$ cat config.mk
export PLATFORM = sky130hd
export DESIGN_NAME = gmr_cfg
export DESIGN_NICKNAME = d
export VERILOG_FILES = /design/src/design/gmr_pkg.sv /design/src/design/gmr_cfg.sv
export SDC_FILE = /design/constraint.sdc
export NUM_CORES = 1
export LEC_CHECK = 0
export ABC_AREA = 1
export BUFFER_PORTS_ARGS = -buffer_cell sky130_fd_sc_hd__clkbuf_2
export CORE_AREA = 2 2 91 58
export CTS_BUF_LIST = sky130_fd_sc_hd__clkbuf_4 sky130_fd_sc_hd__clkbuf_8
export DETAILED_ROUTE_END_ITERATION = 16
export DIE_AREA = 0 0 93 60
export MAX_ROUTING_LAYER = met4
export PLACE_DENSITY = 0.8
export SLEW_MARGIN = 20
export SYNTH_ARGS = -nofsm -noshare
export SYNTH_HDL_FRONTEND = slang
export SYNTH_SLANG_ARGS = --single-unit
export TNS_END_PERCENT = 10
$ cat constraint.sdc
create_clock -name clk -period 4.2 [get_ports clk]
set_input_delay 0.21 -clock clk [delete_from_list [all_inputs] [get_ports clk]]
set_output_delay 0.21 -clock clk [all_outputs]
set_load 0.03 [all_outputs]
$ cat src/design/gmr_pkg.sv
package gmr_pkg;

  // Parameter defaults
  localparam int MAX_DIM_DEF   = 16;
  localparam int MAX_CELLS_DEF = 256;

  // Configuration port
  localparam int PADDR_W     = 3;
  localparam int PDATA_W     = 32;
  localparam int CFG_W       = 5;
  localparam int SETTLE_CYC  = 2;
  localparam logic [CFG_W-1:0] GRID_W_RESET = 5'd14;
  localparam logic [CFG_W-1:0] GRID_H_RESET = 5'd8;

  // Register indexes (paddr word index)
  localparam logic [PADDR_W-3:0] REG_GRID_WIDTH  = 1'd0;
  localparam logic [PADDR_W-3:0] REG_GRID_HEIGHT = 1'd1;

  // Op codes
  localparam logic [1:0] OP_LOAD  = 2'd0;
  localparam logic [1:0] OP_RUN   = 2'd1;
  localparam logic [1:0] OP_QUERY = 2'd2;

  // Wall bit positions in the wall store
  localparam int WB_TOP    = 0;
  localparam int WB_BOTTOM = 1;
  localparam int WB_LEFT   = 2;
  localparam int WB_RIGHT  = 3;

  // Neighbor probe order
  localparam logic [1:0] DIR_TOP    = 2'd0;
  localparam logic [1:0] DIR_BOTTOM = 2'd1;
  localparam logic [1:0] DIR_LEFT   = 2'd2;
  localparam logic [1:0] DIR_RIGHT  = 2'd3;

  typedef struct packed {
    logic [1:0] op;
    logic [7:0] cell_index;
    logic       wall_top;
    logic       wall_bottom;
    logic       wall_left;
    logic       wall_right;
  } in_t;

  typedef struct packed {
    logic [8:0] reached_count;
    logic       all_reached;
    logic       cell_reached;
  } out_t;

endpackage

$ cat src/design/gmr_cfg.sv
module gmr_cfg #(
  parameter int MAX_DIM   = 16,
  parameter int MAX_CELLS = 256
) (
  input  logic                                clk,
  input  logic                                rst,
  input  logic                                psel,
  input  logic                                penable,
  input  logic                                pwrite,
  input  logic [gmr_pkg::PADDR_W-1:0]         paddr,
  input  logic [gmr_pkg::PDATA_W-1:0]         pwdata,
  output logic [gmr_pkg::PDATA_W-1:0]         prdata,
  output logic                                pready,
  output logic                                geo_ok,
  output logic [$clog2(MAX_DIM+1)-1:0]        eff_w,
  output logic [$clog2(MAX_DIM+1)-1:0]        eff_h,
  output logic [$clog2(MAX_CELLS+1)-1:0]      cells
);

  import gmr_pkg::*;

  localparam int DCNT_W = $clog2(MAX_DIM+1);
  localparam int CNT_W  = $clog2(MAX_CELLS+1);

  logic [CFG_W-1:0]       grid_width;
  logic [CFG_W-1:0]       grid_height;
  logic [1:0]             settle;
  logic                   wr;
  logic [PADDR_W-3:0]     reg_sel;
  logic [DCNT_W-1:0]      w_sat;
  logic [DCNT_W-1:0]      h_sat;
  logic [DCNT_W-1:0]      h_fit;
  logic [CNT_W-1:0]       cap;
  logic [CNT_W-1:0]       cap_tab [MAX_DIM+1];
  logic [2*DCNT_W-1:0]    area;

  assign pready  = 1'b1;
  assign wr      = psel && penable && pwrite;
  assign reg_sel = paddr[PADDR_W-1:2];
  assign geo_ok  = (settle == 2'd0);

  always_ff @(posedge clk) begin
    if (rst) begin
      grid_width  <= GRID_W_RESET;
      grid_height <= GRID_H_RESET;
      settle      <= 2'(SETTLE_CYC);
    end else begin
      if (wr) begin
        unique case (reg_sel)
          REG_GRID_WIDTH:  grid_width  <= pwdata[CFG_W-1:0];
          REG_GRID_HEIGHT: grid_height <= pwdata[CFG_W-1:0];
          default: ;
        endcase
      end
      if (wr) begin
        settle <= 2'(SETTLE_CYC);
      end else if (settle != 2'd0) begin
        settle <= settle - 2'd1;
      end
    end
  end

  always_comb begin
    unique case (reg_sel)
      REG_GRID_WIDTH:  prdata = PDATA_W'(grid_width);
      REG_GRID_HEIGHT: prdata = PDATA_W'(grid_height);
      default:         prdata = '0;
    endcase
  end

  // rows that fit for a given width: MAX_CELLS / w
  assign cap_tab[0] = '0;
  for (genvar g = 1; g <= MAX_DIM; g++) begin : g_cap
    localparam int Q = MAX_CELLS / g;
    assign cap_tab[g] = CNT_W'(Q);
  end

  always_comb begin
    if (grid_width == '0) begin
      w_sat = DCNT_W'(1);
    end else if (32'(grid_width) > 32'(MAX_DIM)) begin
      w_sat = DCNT_W'(MAX_DIM);
    end else begin
      w_sat = DCNT_W'(grid_width);
    end
    if (grid_height == '0) begin
      h_sat = DCNT_W'(1);
    end else if (32'(grid_height) > 32'(MAX_DIM)) begin
      h_sat = DCNT_W'(MAX_DIM);
    end else begin
      h_sat = DCNT_W'(grid_height);
    end
    cap   = cap_tab[w_sat];
    h_fit = (32'(h_sat) > 32'(cap)) ? DCNT_W'(cap) : h_sat;
  end

  assign area = (2*DCNT_W)'(eff_w) * (2*DCNT_W)'(eff_h);

  // two-stage geometry: saturate/fit, then cell count
  always_ff @(posedge clk) begin
    eff_w <= w_sat;
    eff_h <= h_fit;
    cells <= CNT_W'(area);
  end

endmodule

* Word level (Yosys, flattened, before mapping)
Memories as Yosys holds them, arrays and structs flattened. Cells that the tools add are included.
Word-level totals: register bits after elaboration 31, bits in read-only memories 288, bits of input ports 40, output and inout port bits 53, logic and storage cells 32, memories kept 1
Cells by class: $add $sub $neg 1, multipliers 1, magnitude comparators 4, multiplexer cells 8, bitwise operators 2, reduce and logical (&&, ||, !) cells 9
Memory list:
- (no name shown) | depth 32, bits a word 9, read ports 1, clocked after Yosys merged registers in 0, write ports 0, RTL line gmr_cfg.sv:93 | cap = cap_tab[w_sat];
Operators by type and width (count):
- one-hot mux 32 bit (2 select lines) | 1
- two-way mux 5 bit | 5
- two-way mux 9 bit | 2
- greater-than comparator 5 bit (second input constant) | 2
- logical NOT 5 bit | 2
- greater-than comparator 5 x 9 -> 1 bit | 1
- multiplier 5 x 5 -> 9 bit | 1
- greater-or-equal comparator 6 bit (second input constant) | 1
- NOT 5 -> 6 bit | 1
- AND reduction 2 bit | 2
- logical AND 1 bit | 2
- logical NOT 2 bit | 1
- nonzero test 2 bit | 1
- OR reduction 2 bit | 1
- subtractor 2 x 1 -> 2 bit (second input constant) | 1
- NOT 1 bit | 1

* Logic depth before layout (Yosys ltp)
depth in word-level cells 9, gate-level depth with buffers 17

* Least setup slack after synthesis
OpenSTA, ideal clock, no wires.
path type flip-flop to flip-flop, start point register eff_h[4], end point register cells[7], library setup time 0.119 ns, arrival 3.020 ns, data required time 4.081 ns, path slack 1.061 ns, cell stages (with the launch flop) 12, period minus slack after synthesis 3.139 ns, cell sequence dfxtp_1 nand2_1 fa_1 fa_1 fa_1 inv_1 ha_1 nand2_1 nand2_1 nand2_1 nand3_1 xor2_1
Between the ends: longest elaborated chain between the ends 1
RTL lines:
- start: declaration | RTL line gmr_cfg.sv:16 | output logic [$clog2(MAX_DIM+1)-1:0] eff_h,
- start signal: assignment | RTL line gmr_cfg.sv:102 | eff_h <= h_fit;
- multiplier 5 x 5 -> 9 bit | RTL line gmr_cfg.sv:97 | assign area = (2*DCNT_W)'(eff_w) * (2*DCNT_W)'(eff_h);
- via area[7] | RTL line gmr_cfg.sv:35 | logic [2*DCNT_W-1:0] area;
- end signal: assignment | RTL line gmr_cfg.sv:103 | cells <= CNT_W'(area);
- end: declaration | RTL line gmr_cfg.sv:17 | output logic [$clog2(MAX_CELLS+1)-1:0] cells
The timed path passes the listed nets, and every way through them passes these cells. A chain may end at the register's enable or synchronous reset.

* Worst setup path after layout
start point register eff_w[1], end point register cells[7]
Between the ends: longest elaborated chain between the ends 1
RTL lines:
- start: declaration | RTL line gmr_cfg.sv:15 | output logic [$clog2(MAX_DIM+1)-1:0] eff_w,
- start signal: assignment | RTL line gmr_cfg.sv:101 | eff_w <= w_sat;
- multiplier 5 x 5 -> 9 bit | RTL line gmr_cfg.sv:97
- via area[7] | RTL line gmr_cfg.sv:35
The timed path passes the listed nets, and every way through them passes these cells.

==> results.cfg <==
[outcome]
status = complete, no violations

[clock_network]
cts_hold_buf = 0
cts_made_buffers = 5
post-cts-setup-buffers = 0
clk-insertion-delay-late_ps = 290
cts_tree = built
cts.sinks = 31
cts_resized = 0
cts.clk_slew.worst_paths_ps = 70
htree_levels = 2
max-clock-path-buffers = 2
cts_root_buffer = clkbuf_8

[synthesis]
yosysTopAreaCellShare_pct = 27.3
synth_top_family_by_area = adder cells
synth-simple-area-share_pct = 18.5
syn_area_sq_um = 2270
synth-edff-count = 0
synth_seq_area_share_pct = 27.3
synth_cell_types = 30
synthCells = 299
synthMuxAreaShare_pct = 0
yosys.area_share.adder_pct = 19.7
synth_area_per_cell_sq_um = 7.61
synth.largest_area_cell = dfxtp_1
ys_ff_latch = 31
async_flop_share_pct = 0
ys.flop_type = dfxtp_1
synth_area_leaders = dfxtp_1, ha_1, nand2_1
synth_warnings = 0
synth_xor_area_share_pct = 3.47
synth_compound_area_share_pct = 11.4

[worst_setup_path]
cp-start-kind = flop
end_kind = flop
crit_arrival_ps = 3320
reg2reg_depth = 11
setup.worst_path.end = cells[7]
reg2reg_slack_ps = 1060
worstSetupPathType = flop to flop
critPathLaunch = eff_w[1]
timing.rr.start = eff_w[1]
required_ps = 4380
worstReg2RegEnd = cells[7]
path_max_fanout = 6

[detailed_routing]
ant_nets = 0
viasPerCell = 4.61
drt_iter0_drc = 83
drc = 0
wl_per_cell_um = 10.8
vias = 1852
first_pass_iters = 4
routed_wl_um = 4350

[global_route]
grt.total_usage_pct = 17.6
grt_pass1_vias = 1598
grt_pass1_wl_um = 7270
antenna_found_initial = 0
grt_max_degree = 13
grt_remaining_overflow = 0

[hold_path]
hold_path_class = input port to flop

[power_and_ir_drop]
total_power_mw = 1.01
powerDensity_nw_per_um2 = 405
ir_drop_uv = 112
p_leak_nw = 1.49

[cells_and_area]
final_core_util_pct = 52.1
n_fill_cell = 482
area_growth_pct = 9.96
final_common_cell = nand2_1
fin_nets = 406
num_antenna_cells = 0
final_layout_size_suffix_gt1_share_pct = 17.3
layout_common_cells = nand2_1, inv_1, clkbuf_2, dfxtp_1, conb_1
final_cells = 402

[timing]
timing.final.crit_share_pct = 74.7
fin_skew_ps = 6.70
setup_viol = 0
min_period_ps = 3140
finalSetupTns_ps = 0
final-max-slew-violation-count = 0
rsz0062_at_grt = false
finalHoldViolCount = 0
fmax_ghz = 0.319

[floorplan]
core-area_sq_um = 4800
start_util_pct = 47.3
die_h_um = 60
die_area_sq_um = 5580
std_cell_rows = 20
die-width_um = 93
io_pins = 93

[placement]
dp_cells = 394
port_buffers = 35
dp_hpwl_um = 3530
routabilityCongestion = 0.865

[flow_run]
timing.max_cap.violations = 0
state kept, by name (all words and copies together) (netlist names):
name and count:
cells 9, eff_h 5, eff_w 5, grid_height 5, grid_width 5, settle 2
worst min path at each step:
stage	startpoint	to	slack, ps	cells past startpoint
after floorplan	rst	grid_height[3]	310	2
after global placement	settle[1]	settle[1]	440	2
after detailed placement	pwdata[2]	grid_width[2]	450	3
after CTS	pwdata[1]	grid_width[1]	160	3
after global routing	pwdata[2]	grid_width[2]	180	3
final	pwdata[1]	grid_width[1]	170	3
power by group:
part | internal, mW | total [mW] | switching, mW
Clock | 0.156 | 0.266 | 0.110
Combinational | 0.118 | 0.377 | 0.259
Sequential | 0.340 | 0.369 | 0.0291
Total | 0.614 | 1.01 | 0.398
stage by stage:
| stage | hold slack [ps] | worst slack (ps) | cell area, sq um |
|---|---|---|---|
| floorplan | 310 | 1060 | 2370 |
| global placement | 444 | 1080 | 2400 |
| detailed placement | 452 | 1090 | 2400 |
| CTS | 156 | 1070 | 2500 |
| global route | 176 | 881 | 2500 |
| finish | 165 | 1060 | 2500 |
critical path, stage by stage (launching register included):
cell and delay (ps):
dfxtp_1 480, nand2_1 130, fa_1 500, fa_1 510, fa_1 550, inv_1 40
ha_1 370, nand2_1 90, nand2_1 60, nand2_1 60, nand3_1 90, xor2_1 150
routing by layer:
layer	track usage, %	wire length, um	vias up
met5	-	0	-
met4	8.19	65	0
met3	3.53	280	7
met2	24.2	1820	52
met1	24.8	2180	841
li1	-	-	952
cells in the mapped netlist, types with 3 or more instances:
library cell,count
a21oi_1,19
fa_1,8
inv_2,3
inv_1,50
nor2_1,7
xor2_1,7
nand4_1,7
clkbuf_1,3
nand2_1,66
o21ai_0,13
ha_1,23
o21ai_1,4
nand3_1,6
dfxtp_1,31
buf_4,28
layout make-up:
| cell class | instances | area (sq um) | area share [%] |
|---|---|---|---|
| inverter | 54 | 205 | 8.20 |
| tap | 66 | 82.6 | 3.30 |
| clock buffer | 8 | 104 | 4.15 |
| sequential | 31 | 621 | 24.8 |
| timing repair buffer | 35 | 175 | 7.00 |
| multi-input combinational | 208 | 1310 | 52.5 |
cell families after synthesis:
logic type,Yosys count
AOI/OAI and AO/OA,45
xor gates and xnor gates,9
other,2
and+or+nand+nor,95
adders and majority gates,31
buffers and inverters,86
DFF,31
Note: power is estimated with default switching activity, not from simulation.
